<file path="src/rtl/assert_macros.svh">
// Assertion macros used by bpfr_window of the byte pattern find/replace core.
// Needs a clock named i_clk and an active-low reset named i_rst_n in scope.
`ifndef ASSERT_MACROS_SVH
`define ASSERT_MACROS_SVH

// Checked on every rising clock edge while out of reset
`define ASSERT_ON(lbl, prop, msg) \
    lbl: assert property (@(posedge i_clk) disable iff (!i_rst_n) (prop)) \
        else $error(msg);

// Checked on every rising clock edge, reset included
`define ASSERT_ALWAYS(lbl, prop, msg) \
    lbl: assert property (@(posedge i_clk) (prop)) else $error(msg);

`endif

</file>
<file path="src/rtl/bpfr_pkg.sv">
// Package for the byte pattern find/replace core: request types, config
// bundle, register map codes and default sizing. No dependencies.
`timescale 1ns / 1ps

package bpfr_pkg;

    // Default window depth (longest pattern supported)
    localparam int BPFR_MAX_PATTERN = 4;

    // APB address width: four 32-bit registers
    localparam int BPFR_ADDR_W = 4;

    // Register index codes (paddr[3:2])
    localparam logic [1:0] REG_PATTERN_LEN    = 2'd0;
    localparam logic [1:0] REG_PATTERN_BYTES  = 2'd1;
    localparam logic [1:0] REG_REPLACE_BYTES  = 2'd2;
    localparam logic [1:0] REG_REPLACE_ENABLE = 2'd3;

    // Input request payload
    typedef struct packed {
        logic [7:0] data_byte;
        logic       last_in;
    } t_in_item;

    // Result request payload
    typedef struct packed {
        logic [7:0] out_byte;
        logic       in_match;
        logic       last_out;
    } t_out_item;

    // Configuration registers as seen by the datapath
    typedef struct packed {
        logic [2:0]  pattern_len;
        logic [31:0] pattern_bytes;
        logic [31:0] replace_bytes;
        logic        replace_enable;
    } t_cfg;

endpackage

</file>
<file path="src/rtl/bpfr_cfg.sv">
// APB register block of the byte pattern find/replace core.
// Depends on bpfr_pkg for the register codes and the config bundle type.
`timescale 1ns / 1ps

module bpfr_cfg import bpfr_pkg::*; (
    input  logic                   i_clk,
    input  logic                   i_rst_n,
    input  logic                   psel,
    input  logic                   penable,
    input  logic                   pwrite,
    input  logic [BPFR_ADDR_W-1:0] paddr,
    input  logic [31:0]            pwdata,
    output logic [31:0]            prdata,
    output logic                   pready,
    output t_cfg                   o_cfg
);

    t_cfg       r_cfg;
    logic       wr_en;
    logic [1:0] reg_idx;

    assign pready  = 1'b1;
    assign wr_en   = psel && penable && pwrite;
    assign reg_idx = paddr[3:2];
    assign o_cfg   = r_cfg;

    // Register writes
    always_ff @(posedge i_clk) begin
        if (!i_rst_n) begin
            r_cfg <= '0;
        end else if (wr_en) begin
            case (reg_idx)
                REG_PATTERN_LEN:    r_cfg.pattern_len    <= pwdata[2:0];
                REG_PATTERN_BYTES:  r_cfg.pattern_bytes  <= pwdata;
                REG_REPLACE_BYTES:  r_cfg.replace_bytes  <= pwdata;
                REG_REPLACE_ENABLE: r_cfg.replace_enable <= pwdata[0];
                default: ;
            endcase
        end
    end

    // Read mux
    always_comb begin
        case (reg_idx)
            REG_PATTERN_LEN:    prdata = 32'(r_cfg.pattern_len);
            REG_PATTERN_BYTES:  prdata = r_cfg.pattern_bytes;
            REG_REPLACE_BYTES:  prdata = r_cfg.replace_bytes;
            REG_REPLACE_ENABLE: prdata = 32'(r_cfg.replace_enable);
            default:            prdata = '0;
        endcase
    end

endmodule

</file>
<file path="src/rtl/bpfr_window.sv">
// Match window of the byte pattern find/replace core: insert, parallel
// compare, replace/mark, shift-out, and the flush/drain sequencing.
// Depends on bpfr_pkg and assert_macros.svh.
`timescale 1ns / 1ps
`include "assert_macros.svh"

module bpfr_window import bpfr_pkg::*; #(
    parameter int MAX_PATTERN = BPFR_MAX_PATTERN
) (
    input  logic      i_clk,
    input  logic      i_rst_n,
    input  t_cfg      i_cfg,
    input  logic      i_item_valid,
    input  t_in_item  i_item,
    input  logic      i_res_ready,
    output logic      o_item_take,
    output logic      o_res_valid,
    output t_out_item o_res
);

    localparam int FW = $clog2(MAX_PATTERN + 1);
    localparam int IW = (MAX_PATTERN > 1) ? $clog2(MAX_PATTERN) : 1;

    // Byte k of a 32-bit register; lanes past the fourth read as zero
    function automatic logic [7:0] lane_byte(input logic [31:0] word, input int k);
        logic [7:0] b;
        b = 8'd0;
        if (k < 4) b = word[8*k +: 8];
        return b;
    endfunction

    logic [7:0]             r_data [MAX_PATTERN];
    logic [MAX_PATTERN-1:0] r_mark;
    logic [FW-1:0]          r_fill;
    logic                   r_drain;
    logic                   r_last;

    logic [7:0]             n_data [MAX_PATTERN];
    logic [MAX_PATTERN-1:0] n_mark;
    logic [FW-1:0]          n_fill;
    logic                   n_drain;
    logic                   n_last;

    logic [7:0]             ins_data [MAX_PATTERN];
    logic [MAX_PATTERN-1:0] ins_mark;
    logic [FW-1:0]          ins_fill;
    logic [IW-1:0]          ins_pos;
    logic [7:0]             ev_data [MAX_PATTERN];
    logic [MAX_PATTERN-1:0] ev_mark;
    logic [FW-1:0]          len;
    logic [FW-1:0]          sh_fill;
    logic                   go;
    logic                   run;
    logic                   hit;
    logic                   more;

    // Effective pattern length, saturated to the window depth
    always_comb begin
        if (32'(i_cfg.pattern_len) > MAX_PATTERN) len = FW'(MAX_PATTERN);
        else                                      len = FW'(i_cfg.pattern_len);
    end

    // Step a byte: take a new request, or keep draining the held bytes
    assign o_item_take = !r_drain && i_item_valid && i_res_ready;
    assign go          = r_drain ? i_res_ready : o_item_take;

    always_comb begin
        // insert the new byte behind the held ones
        ins_data = r_data;
        ins_mark = r_mark;
        ins_fill = r_fill;
        n_last   = r_last;
        if (r_fill >= FW'(MAX_PATTERN)) ins_pos = IW'(MAX_PATTERN - 1);
        else                            ins_pos = r_fill[IW-1:0];
        if (!r_drain) begin
            ins_data[ins_pos] = i_item.data_byte;
            ins_mark[ins_pos] = 1'b0;
            ins_fill          = FW'(ins_pos) + FW'(1);
            n_last            = i_item.last_in;
        end

        run = (ins_fill != '0) && (n_last || ins_fill >= len);

        // compare the window start against the pattern
        hit = (len != '0) && (ins_fill >= len);
        for (int k = 0; k < MAX_PATTERN; k++) begin
            if (FW'(k) < len && ins_data[k] != lane_byte(i_cfg.pattern_bytes, k)) begin
                hit = 1'b0;
            end
        end

        // rewrite or mark the matched bytes
        ev_data = ins_data;
        ev_mark = ins_mark;
        for (int k = 0; k < MAX_PATTERN; k++) begin
            if (hit && FW'(k) < len) begin
                if (i_cfg.replace_enable) ev_data[k] = lane_byte(i_cfg.replace_bytes, k);
                else                      ev_mark[k] = 1'b1;
            end
        end

        // oldest byte leaves, the rest move down
        sh_fill = ins_fill - FW'(1);
        more    = (sh_fill != '0) && (n_last || sh_fill >= len);

        if (run) begin
            for (int k = 0; k < MAX_PATTERN; k++) n_data[k] = 8'd0;
            for (int k = 0; k < MAX_PATTERN - 1; k++) n_data[k] = ev_data[k + 1];
            n_mark  = ev_mark >> 1;
            n_fill  = sh_fill;
            n_drain = more;
        end else begin
            n_data  = ins_data;
            n_mark  = ins_mark;
            n_fill  = ins_fill;
            n_drain = 1'b0;
        end
    end

    // Result for this step
    assign o_res_valid    = go && run;
    assign o_res.out_byte = ev_data[0];
    assign o_res.in_match = ev_mark[0];
    assign o_res.last_out = n_last && !more;

    // Window state
    always_ff @(posedge i_clk) begin
        if (!i_rst_n) begin
            for (int k = 0; k < MAX_PATTERN; k++) r_data[k] <= 8'd0;
            r_mark  <= '0;
            r_fill  <= '0;
            r_drain <= 1'b0;
            r_last  <= 1'b0;
        end else if (go) begin
            r_data  <= n_data;
            r_mark  <= n_mark;
            r_fill  <= n_fill;
            r_drain <= n_drain;
            r_last  <= n_last;
        end
    end

    // Between steps at most MAX_PATTERN-1 bytes are held
    `ASSERT_ON(a_fill_bound, r_fill <= FW'(MAX_PATTERN - 1), "window fill out of range")
    // Draining always has a byte left to emit
    `ASSERT_ON(a_drain_nonempty, r_drain |-> (r_fill != '0), "drain with empty window")
    // The final byte of a stream leaves the window empty
    `ASSERT_ON(a_flush_empties, (o_res_valid && o_res.last_out) |=> ((r_fill == '0) && !r_drain), "flush left bytes in window")
    // Reset clears the sequencing state
    `ASSERT_ALWAYS(a_reset_clears, !i_rst_n |=> (!r_drain && (r_fill == '0)), "reset did not clear window")

endmodule

</file>
<file path="src/rtl/byte_pattern_find_replace_core.sv">
// Top level of the byte pattern find/replace core: input register, match
// window, result register and APB config. Depends on bpfr_pkg, bpfr_cfg and
// bpfr_window.
//
//   channel  direction  handshake                   payload
//   in       sink       i_in_valid / o_in_stall     i_in_data  (t_in_item)
//   out      source     o_out_valid / i_out_stall   o_out_data (t_out_item)
//   cfg      APB slave  psel penable pwrite pready  paddr pwdata prdata
//
// One byte a cycle in steady state while the output is not stalled. A request
// waits in the input register until the window takes it. A flushing request,
// or one taken after the pattern length was lowered, keeps the window draining
// its held bytes (one byte out a cycle while the output is not stalled),
// stalling the next request until the drain ends. Synchronous active-low reset
// empties the window and clears the valid flags and config registers. Stall on
// the output backs up through the input register within the same cycle.
`timescale 1ns / 1ps

module byte_pattern_find_replace_core import bpfr_pkg::*; #(
    parameter int MAX_PATTERN = BPFR_MAX_PATTERN
) (
    input  logic                   i_clk,
    input  logic                   i_rst_n,
    input  logic                   i_in_valid,
    input  t_in_item               i_in_data,
    output logic                   o_in_stall,
    output logic                   o_out_valid,
    output t_out_item              o_out_data,
    input  logic                   i_out_stall,
    input  logic                   psel,
    input  logic                   penable,
    input  logic                   pwrite,
    input  logic [BPFR_ADDR_W-1:0] paddr,
    input  logic [31:0]            pwdata,
    output logic [31:0]            prdata,
    output logic                   pready
);

    t_cfg      cfg;
    logic      r_in_valid;
    t_in_item  r_in;
    logic      r_out_valid;
    t_out_item r_out;
    logic      item_take;
    logic      res_ready;
    logic      res_valid;
    t_out_item res;

    bpfr_cfg u_cfg (
        .i_clk   (i_clk),
        .i_rst_n (i_rst_n),
        .psel    (psel),
        .penable (penable),
        .pwrite  (pwrite),
        .paddr   (paddr),
        .pwdata  (pwdata),
        .prdata  (prdata),
        .pready  (pready),
        .o_cfg   (cfg)
    );

    // Input register: refills whenever empty or consumed
    assign o_in_stall = r_in_valid && !item_take;

    always_ff @(posedge i_clk) begin
        if (!i_rst_n) begin
            r_in_valid <= 1'b0;
        end else if (!o_in_stall) begin
            r_in_valid <= i_in_valid;
        end
    end

    always_ff @(posedge i_clk) begin
        if (!o_in_stall) r_in <= i_in_data;
    end

    bpfr_window #(
        .MAX_PATTERN (MAX_PATTERN)
    ) u_window (
        .i_clk        (i_clk),
        .i_rst_n      (i_rst_n),
        .i_cfg        (cfg),
        .i_item_valid (r_in_valid),
        .i_item       (r_in),
        .i_res_ready  (res_ready),
        .o_item_take  (item_take),
        .o_res_valid  (res_valid),
        .o_res        (res)
    );

    // Result register
    assign res_ready   = !r_out_valid || !i_out_stall;
    assign o_out_valid = r_out_valid;
    assign o_out_data  = r_out;

    always_ff @(posedge i_clk) begin
        if (!i_rst_n) begin
            r_out_valid <= 1'b0;
        end else if (res_ready) begin
            r_out_valid <= res_valid;
        end
    end

    always_ff @(posedge i_clk) begin
        if (res_ready && res_valid) r_out <= res;
    end

endmodule
</file>
<file path="config.mk">
export PLATFORM = sky130hd
export DESIGN_NAME = byte_pattern_find_replace_core
export DESIGN_NICKNAME = d
export VERILOG_FILES = /design/src/rtl/bpfr_pkg.sv /design/src/rtl/bpfr_cfg.sv /design/src/rtl/bpfr_window.sv /design/src/rtl/byte_pattern_find_replace_core.sv
export VERILOG_INCLUDE_DIRS = /design/src /design/src/rtl
export SDC_FILE = /design/constraint.sdc
export NUM_CORES = 1
export LEC_CHECK = 0
export BUFFER_PORTS_ARGS = -buffer_cell sky130_fd_sc_hd__buf_2
export CORE_MARGIN = 2
export CORE_UTILIZATION = 55
export CTS_BUF_LIST = sky130_fd_sc_hd__clkbuf_16
export CTS_CLUSTER_SIZE = 25
export DETAILED_ROUTE_END_ITERATION = 6
export PLACE_DENSITY = 0.72
export SLEW_MARGIN = 20
export SYNTH_ARGS = -nofsm -noshare
export SYNTH_HDL_FRONTEND = slang
export SYNTH_HIERARCHICAL = 1
export SYNTH_SLANG_ARGS = --single-unit
</file>
<file path="constraint.sdc">
create_clock -name i_clk -period 8.2 [get_ports i_clk]
set_input_delay 0.82 -clock i_clk [delete_from_list [all_inputs] [get_ports i_clk]]
set_output_delay 0.82 -clock i_clk [all_outputs]
set_load 0.1 [all_outputs]
</file>
======== Yosys cells after proc, flatten, opt, wreduce, memory -nomap -nowiden ========
Index checks and enable logic that the tools add are counted.
cells by class
  bitwise gates (word level) .............. 3
  reduce and logical (&&, ||, !) cells .... 37
  div/mod/pow operators ................... 0
  $mul .................................... 0
  shift-type cells ........................ 0
  $add $sub $neg .......................... 2
  equal/unequal tests ..................... 7
  order comparisons ....................... 12
  muxes and demuxes ....................... 37
operator list
  kind                                                                           count
  32-bit one-hot mux with 4 select lines                                         1
  8-bit two-way mux                                                              9
  32-bit two-way mux                                                             2
  32-bit bitwise mux                                                             1
  8-bit != test                                                                  4
  1-bit logical AND                                                              21
  8-bit demux with 2-bit select                                                  1
  1-bit two-way mux                                                              16
  3-bit two-way mux                                                              3
  3-bit nonzero test                                                             3
  4-bit two-way mux                                                              2
  2-bit AND reduction                                                            4
  3-bit >= comparator                                                            2
  3-bit >= comparator (second input constant)                                    2
  1-bit by 3-bit less-than comparator with 1-bit output (first input constant)   2
  2-bit by 3-bit less-than comparator with 1-bit output (first input constant)   2
  1-bit zero test                                                                5
  4-bit AND                                                                      1
  2-bit equality test (second input constant)                                    2
  4-bit inverter                                                                 1
  2-bit by 1-bit adder with 3-bit output (second input constant)                 1
  3-bit > comparator (second input constant)                                     1
  1-bit logical OR                                                               3
  2-bit by 3-bit less-than comparator with 1-bit output (second input constant)  1
  other kinds (8)                                                                8
storage, ports and cells
  register bits after elaboration ......... 130
  memories ................................ 0
  logic and storage cells ................. 117
  input bits .............................. 52
  latch bits .............................. 0
  RAM bits ................................ 0
  output and inout port bits .............. 45
  bits in read-only memories .............. 0

======== Depth between registers and ports, before layout ========
  depth after elaboration ................. 18
  mapped depth ............................ 16
  depth with buffers taken out ............ 12

======== By module ========
The synthesis kept the hierarchy.
modules (own cells, without submodules)
  module                          times used  cells an instance  area an instance (um2)
  bpfr_window                     1           539                4,108.9
  bpfr_cfg                        1           308                2,969.1
  byte_pattern_find_replace_core  1           28                 656.9

======== Least setup slack after synthesis ========
OpenSTA, ideal clock, no wires.
  kind .................................... in2out
  from .................................... in paddr[3]
  to ...................................... out prdata[1]
  setup slack ............................. 4,939 ps
  stages on the path ...................... 3
  data arrival time ....................... 2,441 ps
  data required time ...................... 7,380 ps
  buffers on the path ..................... 1
  path through ............................ buf_4 -> mux2i_1 -> o21ai_1
between the ends
  longest elaborated chain between the ends .. 2
  elaborated cells on any way between the ends .. 5
RTL lines
  element                                            line                                  RTL
  start: declaration                                 byte_pattern_find_replace_core.sv:33  input logic [BPFR_ADDR_W-1:0] paddr,
  2-bit equality test, or another cell as far along  bpfr_cfg.sv:44                        case (reg_idx)
  32-bit one-hot mux with 4 select lines (*)         bpfr_cfg.sv:44
  end: declaration                                   byte_pattern_find_replace_core.sv:35  output logic [31:0] prdata,
Every way passes the cells marked *; elsewhere a longest branch is shown, timed or not.

==> results.yml <==
yosys:
  ys_async_sr_fraction: 0
  synth.distinct_cells: 79
  syn_avg_cell_area_sq_um: 8.84
  synth_ff_type: "dfxtp_1"
  syn-cell-area_sq_um: 7730
  ys_seq_area_frac: 0.361
  synth-seq-cells: 130
  synthTopCellsByArea: "dfxtp_1 (29%), mux2i_1 (12%), edfxtp_1 (7.4%)"
  syn_inst: 875
  synth_top_area_frac: 0.287
  synth_edf_count: 19
  yosysWarnings: 6
  yosysTopAreaCell: "dfxtp_1"
  synth.net_count: 934
floorplan:
  ios: 97
  row_count: 43
  die_area_sq_um: 15000
  die_x_microns: 123
  core_sq_um: 13800
  die_y_microns: 123
  start_util: 0.559
grt:
  grt_pass1_wl_mm: 33.9
  grt-ovfl-total: 0
  grt_max_degree: 90
  antenna_found_initial: 0
  grt_pass1_vias: 6294
  grt_use_total: 0.294
clock_network:
  clock_latency_ns: 0.43
  cts.htree.levels: 4
  cts_tree: "done"
  cts_sinks: 130
  post_cts_buffers: 0
  cts-resized-gates: 0
  clockBufferDepth: 2
  numCtsBuffers: 17
  clockRootBuffer: "clkbuf_16"
  cts-hold-fix-buffers: 0
  clkTransAtPathRegs_ns: 0.05
drt:
  wire_per_inst_microns: 19.5
  drt-total-wl_mm: 21.8
  vias_per_cell: 6.22
  drt_first_pass_iters: 7
  postRouteAntennaNets: 0
  detail_route.iter0.violations: 811
  drc: 0
  route.vias.total: 6931
timing:
  maxSlewHeadroom: 0.316
  timing.final.crit_share: 0.488
  setup_viol: 0
  clock.fmax_mhz: 250
  fin_skew_ns: 0.00702
  fin_crit_ns: 4.00
  final-hold-violation-count: 0
  tns_ns: 0
  tightest_slew_ns: 1.03
  rsz0062_at_grt: "false"
  slew_viol_final: 0
power_and_ir_drop:
  peakVddDrop_uv: 198
  power_frac_clock: 0.266
  p_sw_frac: 0.441
  combPwrFrac: 0.456
  pwr-share-seq: 0.278
  power_per_cell_area_nw_per_um2: 345
  p_switching_mw: 1.32
  p_int_mw: 1.68
  p_leak_nw: 3.42
job:
  cap_violations: 0
placed_design:
  hpwlAfterDp_mm: 14.6
  portBuffers: 93
  dpl-instance-area_sq_um: 8070
  place_congestion: 0.919
setup_path:
  r2r_slack_ns: 4.20
  slowest_delay_ns: 0.57
  crit_required_ns: 8.36
  slowest_stage: "nor2b_2"
  crit_chain: "or2_2 > inv_1 > ha_1 > nor2b_2 > mux2i_1 > a221oi_1 > o21ai_1 > nor4_4 > a21o_2 > o211ai_4 > mux2_2"
  crit_type: "reg -> reg"
  arrival_ns: 4.17
  endpoint_kind: "flop"
  path_max_fanout: 23
  start_kind: "flop"
status:
  status: "finished, final reports clean"
final_layout:
  area_delta_synth_final_pct: 12.3
  fin_area_sq_um: 8690
  antenna_cells: 0
  drive_gt1_frac: 0.181
  fin_nets: 983
min_path:
  hp-class: "reg -> reg"
-- state kept, by name (all words and copies together), names as in the netlist --
register,flops
u_window/r_mark,4
o_out_data,10
u_window/r_last,1
u_window/r_data,32
u_cfg/o_cfg,68
r_in,9
o_out_valid,1
r_in_valid,1
u_window/r_fill,3
u_window/r_drain,1
-- power groups by stage --
stage               logic, mW  clock network (mW)  registers [mW]
floorplan               0.960                   0           0.979
global placement         1.32                   0           0.843
detailed placement       1.33                   0           0.843
CTS                      1.34               0.803           0.831
global route             1.48               0.834           0.844
finish                   1.37               0.799           0.835
-- cells by family (layout without fill, tap and decap cells) --
group | Yosys count | in the layout | synth area share
other cells | 1 | 1 | 0.000485
compound gates | 216 | 216 | 0.207
fa+ha+maj | 7 | 7 | 0.0113
mux | 100 | 100 | 0.132
flops | 130 | 130 | 0.361
simple gates | 281 | 281 | 0.173
xor+xnor | 36 | 36 | 0.0408
buf+inv | 104 | 164 | 0.0738
-- layout make-up --
type | instances | area (sq um)
Clock buffer | 18 | 450
Clock inverter | 12 | 163
Fill cell | 1206 | 5140
Inverter | 30 | 113
Multi-Input combinational cell | 641 | 4390
Sequential cell | 130 | 2790
Tap cell | 180 | 225
Timing Repair Buffer | 104 | 551
-- layer usage --
metal  track usage  share of wire  wire [microns]
met5             0              0               0
met2         0.446           0.44            9580
met4         0.105          0.019             420
met3        0.0646          0.092            2000
met1         0.412           0.45            9760
-- worst max-delay path: cells and delay by family, from the launching register on --
| kind | cells | cell delay [ns] |
|---|---|---|
| AO/OA/AOI/OAI | 4 | 1.29 |
| adder cells (fa/ha/maj) | 1 | 0.21 |
| buffers and inverters | 1 | 0.09 |
| flip-flops | 1 | 0.37 |
| multiplexers | 2 | 0.56 |
| AND/OR/NAND/NOR | 3 | 1.22 |
-- synthesized netlist by cell type, types with 6 or more instances --
cell	n
ha_1	7
o22ai_1	6
o21a_1	13
nor2b_1	6
and3_1	23
a221oi_1	6
dfxtp_1	111
xnor2_1	12
inv_1	29
nand3_1	7
buf_6	18
nand4_1	14
buf_4	7
buf_2	13
a22o_1	30
mux2_2	8
xor2_1	24
o21ai_0	44
a21boi_0	11
mux2i_1	91
o221ai_1	6
o21ai_1	6
o211ai_1	7
a21oi_1	21
edfxtp_1	19
clkbuf_1	32
nor2_1	43
o311ai_1	13
nand2_1	147
a32oi_1	17
-- worst paths after layout --
| path | to | startpoint | cells after the start |
|---|---|---|---|
| setup / recovery | o_out_data[3]$_DFFE_PP_ | u_window/r_fill[2]$_SDFFE_PN0P_ | 11 |
| hold / removal | u_cfg/o_cfg[8]$_SDFFE_PN0P_ | u_cfg/o_cfg[8]$_SDFFE_PN0P_ | 2 |
| setup reg to reg | o_out_data[3]$_DFFE_PP_ | u_window/r_fill[2]$_SDFFE_PN0P_ | 11 |
| hold reg to reg | u_cfg/o_cfg[8]$_SDFFE_PN0P_ | u_cfg/o_cfg[8]$_SDFFE_PN0P_ | 2 |
-- cell usage in the layout (no fill, tap or decap), types with 5 or more instances in the layout --
cell type	n
a32oi_1	17
a221oi_1	6
and3_1	23
o221ai_1	6
mux2_2	8
nand3_1	7
buf_4	12
a21oi_1	21
nand4_1	14
nand2_1	147
a21boi_0	11
nor2_1	43
xor2_1	24
mux2i_1	91
ha_1	7
inv_1	29
o21ai_1	6
nand2b_1	5
o21ai_0	44
clkbuf_16	18
o311ai_1	13
buf_2	92
o22ai_1	6
o211ai_1	7
o21a_1	13
edfxtp_1	19
dfxtp_1	111
xnor2_1	12
a22o_1	30
-- per-stage QoR --
stage	setup WS, ns	util	hold slack [ns]	total power, mW	instances
3_3_place_gp	4.35	0.584	0.462	2.17	1085
6_report	4.20	0.628	0.475	3.00	1115
3_5_place_dp	4.33	0.584	0.468	2.17	1085
2_1_floorplan	4.94	-	0.442	1.94	875
5_1_grt	4.02	0.628	0.500	3.15	1115
4_1_cts	4.29	0.628	0.476	2.97	1115
No activity file was read; power rests on OpenSTA's default activity.
